[src/krt_pkg.sv]
package krt_pkg;

	localparam int FUNC_W   = 2;
	localparam int KEY_W    = 37;
	localparam int PAY_W    = 64;
	localparam int RIDX_W   = 4;
	localparam int STATUS_W = 2;
	localparam int IDX_W    = 4;
	localparam int CNT_W    = 5;

	localparam logic [FUNC_W-1:0] FUNC_APPEND = 2'd0;
	localparam logic [FUNC_W-1:0] FUNC_DELETE = 2'd1;
	localparam logic [FUNC_W-1:0] FUNC_LOOKUP = 2'd2;
	localparam logic [FUNC_W-1:0] FUNC_READ   = 2'd3;

	localparam logic [STATUS_W-1:0] STAT_OK       = 2'd0;
	localparam logic [STATUS_W-1:0] STAT_EMPTY    = 2'd1;
	localparam logic [STATUS_W-1:0] STAT_NOTFOUND = 2'd2;
	localparam logic [STATUS_W-1:0] STAT_FULL     = 2'd3;

	typedef struct packed {
		logic [KEY_W-1:0] key;
		logic [PAY_W-1:0] payload;
	} entry_t;

	// per-cell control from the sequencer
	typedef struct packed {
		logic load;   // append writes this cell
		logic shift;  // whole row moves one place toward cell 0
		logic tail;   // this cell takes the head entry back in
	} cell_ctl_t;

endpackage

[src/krt_cell.sv]
module krt_cell
	import krt_pkg::*;
(
	input  logic      clk,
	input  cell_ctl_t ctl,
	input  entry_t    load_data,
	input  entry_t    head,
	input  entry_t    nbr,
	output entry_t    data
);

	entry_t data_q;

	always_ff @(posedge clk) begin
		if (ctl.load) begin
			data_q <= load_data;
		end else if (ctl.shift) begin
			data_q <= ctl.tail ? head : nbr;
		end
	end

	assign data = data_q;

endmodule

[config.mk]
export PLATFORM = sky130hd
export DESIGN_NAME = krt_cell
export DESIGN_NICKNAME = d
export VERILOG_FILES = /design/src/krt_pkg.sv /design/src/krt_cell.sv
export SDC_FILE = /design/constraint.sdc
export NUM_CORES = 1
export LEC_CHECK = 0
export BUFFER_PORTS_ARGS = -buffer_cell sky130_fd_sc_hd__clkbuf_2
export CORE_AREA = 2 2 157 159
export CTS_BUF_LIST = sky130_fd_sc_hd__clkbuf_4 sky130_fd_sc_hd__clkbuf_8
export DETAILED_ROUTE_END_ITERATION = 12
export DIE_AREA = 0 0 159 161
export PLACE_DENSITY = 0.53
export SYNTH_ARGS = -nofsm -noshare
export SYNTH_HDL_FRONTEND = slang
export SYNTH_SLANG_ARGS = --single-unit
[constraint.sdc]
create_clock -name clk -period 2.9 [get_ports clk]
set_clock_uncertainty 0.05 [all_clocks]
set_input_delay 0.29 -clock clk [delete_from_list [all_inputs] [get_ports clk]]
set_output_delay 0.29 -clock clk [all_outputs]
set_load 0.005 [all_outputs]
==> flow_summary.json, run 1 <==
{
  "outcome": "complete, no violations",
  "yosysWarnings": 0,
  "worstPathArrival_ps": 1040,
  "initial_core_util_pct": 21.8,
  "drt_iter0_drc": 255,
  "post_cts_buffers": 0,
  "tns_ps": 0,
  "rows": 57,
  "fin_crit_ps": 1380,
  "p_seq_share_pct": 53.0,
  "cp-end-kind": "output pin",
  "min_to": "data[25]",
  "antenna_cells": 0,
  "numCtsBuffers": 9,
  "setup_viol_count_final": 0,
  "ctsHoldBuffers": 0,
  "fin_crit_sh_pct": 47.6,
  "path_buf_inv": 1,
  "final_nets": 1137,
  "startpoint_type": "register",
  "cap_violations": 0,
  "cts.sinks": 101,
  "grt_usage_pct": 12.6,
  "synth_top_area_share_pct": 58.0,
  "maxSlewViolCount": 0,
  "dp_cells": 1143,
  "wire_per_inst_um": 14.4,
  "hold_start": "load_data[25]",
  "core_area_um2": 24000,
  "seq_area_frac_synth_pct": 58.0,
  "powerDensity_nw_per_um2": 457,
  "port_buffers": 407,
  "sw_frac_of_total_pct": 26.5,
  "finish.instance_area_um2": 7660,
  "max_stage_delay_ps": 490,
  "synthCells": 438,
  "post_synth_num_cell_types": 10,
  "die_area_um2": 25600,
  "seq_area_um2": 3030,
  "path_delay_family": "flip-flops",
  "antenna_found_initial": 0,
  "drc_errors": 0,
  "power_switching_uw": 926,
  "ctsResizeCount": 0,
  "drive_above_1_share_pct": 51.4,
  "p_int_mw": 2.58,
  "first_pass_iters": 4,
  "multi_input_area_um2": 1900,
  "max_freq_mhz": 724,
  "root_buffer": "clkbuf_8",
  "final_cells": 1158,
  "peakVddDrop_mv": 0.180,
  "tritoncts": "yes",
  "clkTransAtPathRegs_ps": 110,
  "yosysTopAreaCell": "edfxtp_1",
  "grt_pass1_vias": 4682,
  "hpwl_um": 13100,
  "crit_path_top_delay_cell": "edfxtp_1",
  "grt_overflow_total": 0,
  "via_per_inst": 4.09,
  "largest_register_ffs": 101,
  "critPathMaxFanout": 1,
  "hold_class": "primary input to register",
  "avgSynthCellArea_um2": 11.9,
  "ant_nets": 0,
  "rsz0062_at_grt": "false",
  "relSlewSlack_pct": 45.6,
  "grt_max_degree": 203,
  "worstMarginPinSlew_ps": 816,
  "grt_pass1_wl_um": 25200,
  "clk_path_buf_depth": 2,
  "crit_type": "register to output pin",
  "crit_path_cell_trace": "clkbuf_2",
  "hold_viol": 0,
  "die_y_um": 161,
  "synth_area_leaders": "edfxtp_1 (58%), mux2i_1 (19%), o21ai_1 (9.7%)",
  "whs_ps": 134,
  "syn_to_final_growth_pct": 46.4,
  "ioPinCount": 408,
  "synth_fp_nets": 745,
  "place_area_um2": 7470,
  "critPathRequiredTime_ps": 2560,
  "gp_congestion": 0.820,
  "fill_cells": 2545,
  "p_comb_share_pct": 20.7,
  "htreeDepth": 3,
  "pwr-share-clk_pct": 26.3,
  "p_leak_nw": 3.83,
  "die_width_um": 159,
  "routed_wirelength_um": 16700,
  "syn_area_um2": 5230,
  "via_count": 4739,
  "ys_ff_latch": 101,
  "whs_path_depth": 3
}
## how the worst max path moves through the flow
stage,from,endpoint,cells after the start
after global routing,data[0],data[0],1
after floorplan,ctl[2],data[0],2
final,data[0],data[0],1
after global placement,ctl[0],data[78],4
after detailed placement,ctl[0],data[31],4
after CTS,data[0],data[0],1
## cells by family (layout without fill, tap and decap cells)
logic type      after synthesis  after routing  synth area share (%)
buf+inv                      33            429                  5.67
mux                         101            101                  19.3
simple gates                102            102                  7.37
compound gates              101            101                  9.66
flops                       101            101                  58.0
## power by group through the flow
stage	Combinational (mW)	Sequential (mW)	Clock, mW
floorplan	0.281	1.91	0
global placement	0.739	1.89	0
global route	0.808	1.87	1.02
CTS	0.743	1.86	0.982
finish	0.727	1.85	0.921
detailed placement	0.742	1.89	0
## layout make-up
cell class                      instances  area share (%)
Sequential cell                       101            39.6
Timing Repair Buffer                  414            27.8
Tap cell                              324            5.29
Clock buffer                            9            1.62
Clock inverter                          6           0.833
Multi-Input combinational cell        304            24.9
## tightest hold or removal path: stages
cell and delay, ps:
clkbuf_2 70, nand2_1 40, o21ai_1 60
## layer usage
metal  part of all wire (%)  GRT usage [%]  routed length (um)
met1                     40           15.1                6680
met2                     49           21.6                8240
met3                    7.7           3.08                1290
met4                    2.8           5.83                 468
met5                      0              0                   0
## per-stage QoR
step | worst slack, ps | util, % | total power, mW
after global routing | 1490 | 32.0 | 3.70
after global placement | 1210 | 31.2 | 2.63
final | 1520 | 32.0 | 3.50
after floorplan | 741 | - | 2.19
after CTS | 1500 | 32.0 | 3.58
after detailed placement | 1180 | 31.2 | 2.63
## Yosys cell counts
| master | number |
|---|---|
| buf_2 | 12 |
| buf_12 | 9 |
| or2_2 | 1 |
| buf_6 | 1 |
| o21ai_1 | 101 |
| mux2i_1 | 101 |
| clkbuf_1 | 10 |
| edfxtp_1 | 101 |
| buf_4 | 1 |
| nand2_1 | 101 |
## layout by cell type, fill, tap and decap left out, drive strengths merged
| cell type | count |
|---|---|
| clkbuf | 414 |
| mux2i | 101 |
| nand2 | 101 |
| o21ai | 101 |
| edfxtp | 101 |
| buf | 9 |
| clkinv | 3 |
| or2 | 1 |
| bufinv | 1 |
| inv | 1 |
| clkinvlp | 1 |
(Power assumes the default switching activity.)
==> run 2: changes to the inputs <==
Clock period 2.9 ns to 1.3 ns, I/O delays scaled along.
==> run 2 against run 1 <==
Against the previous run:
- first-iteration DRC count shrank 16%
- non-clock buffer count is 106 higher
- utilization increased by 4.7 points
- global-route usage grew 0.98 points
- clock power increased by 120%
- critical path depth is the same
- sequential cell count did not move
- worst hold slack worse by 100 ps
- total power grew 130%
- count of clock-buffer cells in the layout unchanged
- design area is 15% higher
- sequential power increased by 120%
==> flow_summary.json, run 2 (same netlist as run 1, synthesis figures left out) <==
{
  "outcome": "complete, no violations",
  "first_pass_iters": 4,
  "drt_iter0_drc": 215,
  "cts.sinks": 101,
  "crit_path_cell_trace": "clkbuf_2",
  "antenna_found_initial": 1,
  "rows": 57,
  "grt_usage_pct": 13.6,
  "drive_above_1_share_pct": 47.0,
  "mostFrequentLayoutCells": "clkbuf_2 (405), mux2i_1 (101), nand2_1 (101), o21ai_1 (101), edfxtp_1 (101)",
  "peakVddDrop_mv": 0.426,
  "numCtsBuffers": 9,
  "max_freq_mhz": 881,
  "crit_type": "register to output pin",
  "clkTransAtPathRegs_ps": 120,
  "critPathRequiredTime_ps": 1120,
  "hold_start": "nbr[20]",
  "grt_overflow_total": 0,
  "worstMarginPinSlew_ps": 357,
  "gp_congestion": 0.814,
  "initial_core_util_pct": 21.8,
  "path_buf_inv": 1,
  "seq_area_um2": 3030,
  "startpoint_type": "register",
  "largest_register_ffs": 101,
  "p_leak_nw": 4.32,
  "tritoncts": "yes",
  "ioPinCount": 408,
  "grt_pass1_vias": 5295,
  "critPathMaxFanout": 1,
  "rsz0062_at_grt": "false",
  "max_stage_delay_ps": 430,
  "final_nets": 1243,
  "setup_viol_count_final": 0,
  "via_count": 5099,
  "path_delay_family": "flip-flops",
  "cp-end-kind": "output pin",
  "fill_cells": 2459,
  "ant_nets": 0,
  "relSlewSlack_pct": 76.2,
  "crit_path_top_delay_cell": "edfxtp_1",
  "worstPathArrival_ps": 950,
  "whs_ps": 32.7,
  "final_common_cell": "clkbuf_2",
  "clk_path_buf_depth": 2,
  "via_per_inst": 4.03,
  "port_buffers": 407,
  "htreeDepth": 3,
  "root_buffer": "clkbuf_8",
  "maxSlewViolCount": 0,
  "die_area_um2": 25600,
  "cap_violations": 0,
  "pre_cts_ws_ps": 40.7,
  "die_y_um": 161,
  "grt_max_degree": 61,
  "fin_crit_ps": 1130,
  "grt_pass1_wl_um": 27200,
  "crit_start": "data[30]",
  "antenna_cells": 0,
  "fin_crit_sh_pct": 87.3,
  "die_width_um": 159,
  "wire_per_inst_um": 14.2,
  "ctsResizeCount": 0,
  "hold_class": "primary input to register",
  "hold_viol": 0,
  "powerDensity_nw_per_um2": 924,
  "drc_errors": 0,
  "routed_wirelength_um": 17900,
  "post_cts_buffers": 0,
  "worst_slack_ps": 165,
  "hpwl_um": 13700,
  "core_area_um2": 24000,
  "multi_input_area_um2": 1900,
  "syn_to_final_growth_pct": 68.0
}
run 2: timing repair:
action / CTS / global route
hold buffers: 95 / 0
endpoints found under the hold margin: 92 / 0
endpoints found under the setup margin: 0 / 2
run 2: final timing paths:
kind	to	cells after the start	slack (ps)
max	data[30]	1	170
min	data[20]	3	30
run 2: cell type report:
cell class                 instances  area share [%]
timing repair buffer             520            37.1
sequential                       101            34.5
multi-input combinational        304            21.7
tap                              324            4.61
clock buffer                       9            1.41
clock inverter                     6           0.726
run 2: through the flow:
stage | util, % | setup TNS (ps) | power (mW) | instances | cell area [um^2]
2_1_floorplan | - | -15800 | 4.89 | 438 | 5240
3_3_place_gp | 32.0 | 0 | 5.93 | 1156 | 7670
3_5_place_dp | 32.0 | 0 | 5.94 | 1156 | 7670
4_1_cts | 36.7 | 0 | 8.30 | 1266 | 8810
5_1_grt | 36.7 | 0 | 8.59 | 1264 | 8790
6_report | 36.7 | 0 | 8.12 | 1264 | 8790
run 2: routing by layer:
| layer | vias to the layer above | track usage (%) | part of all wire (%) |
|---|---|---|---|
| met5 | - | 0 | 0.089 |
| met4 | 2 | 4.83 | 2.4 |
| met3 | 29 | 4.80 | 7.8 |
| met2 | 234 | 24.2 | 51 |
| met1 | 2249 | 15.1 | 39 |
| li1 | 2585 | - | - |
run 2: power breakdown:
part / internal, mW / switching [mW] / leakage, nW
clock: 0.883 / 1.18 / 0.0931
combinational: 1.07 / 0.848 / 3.19
sequential: 4.03 / 0.108 / 1.04
total: 5.98 / 2.14 / 4.32
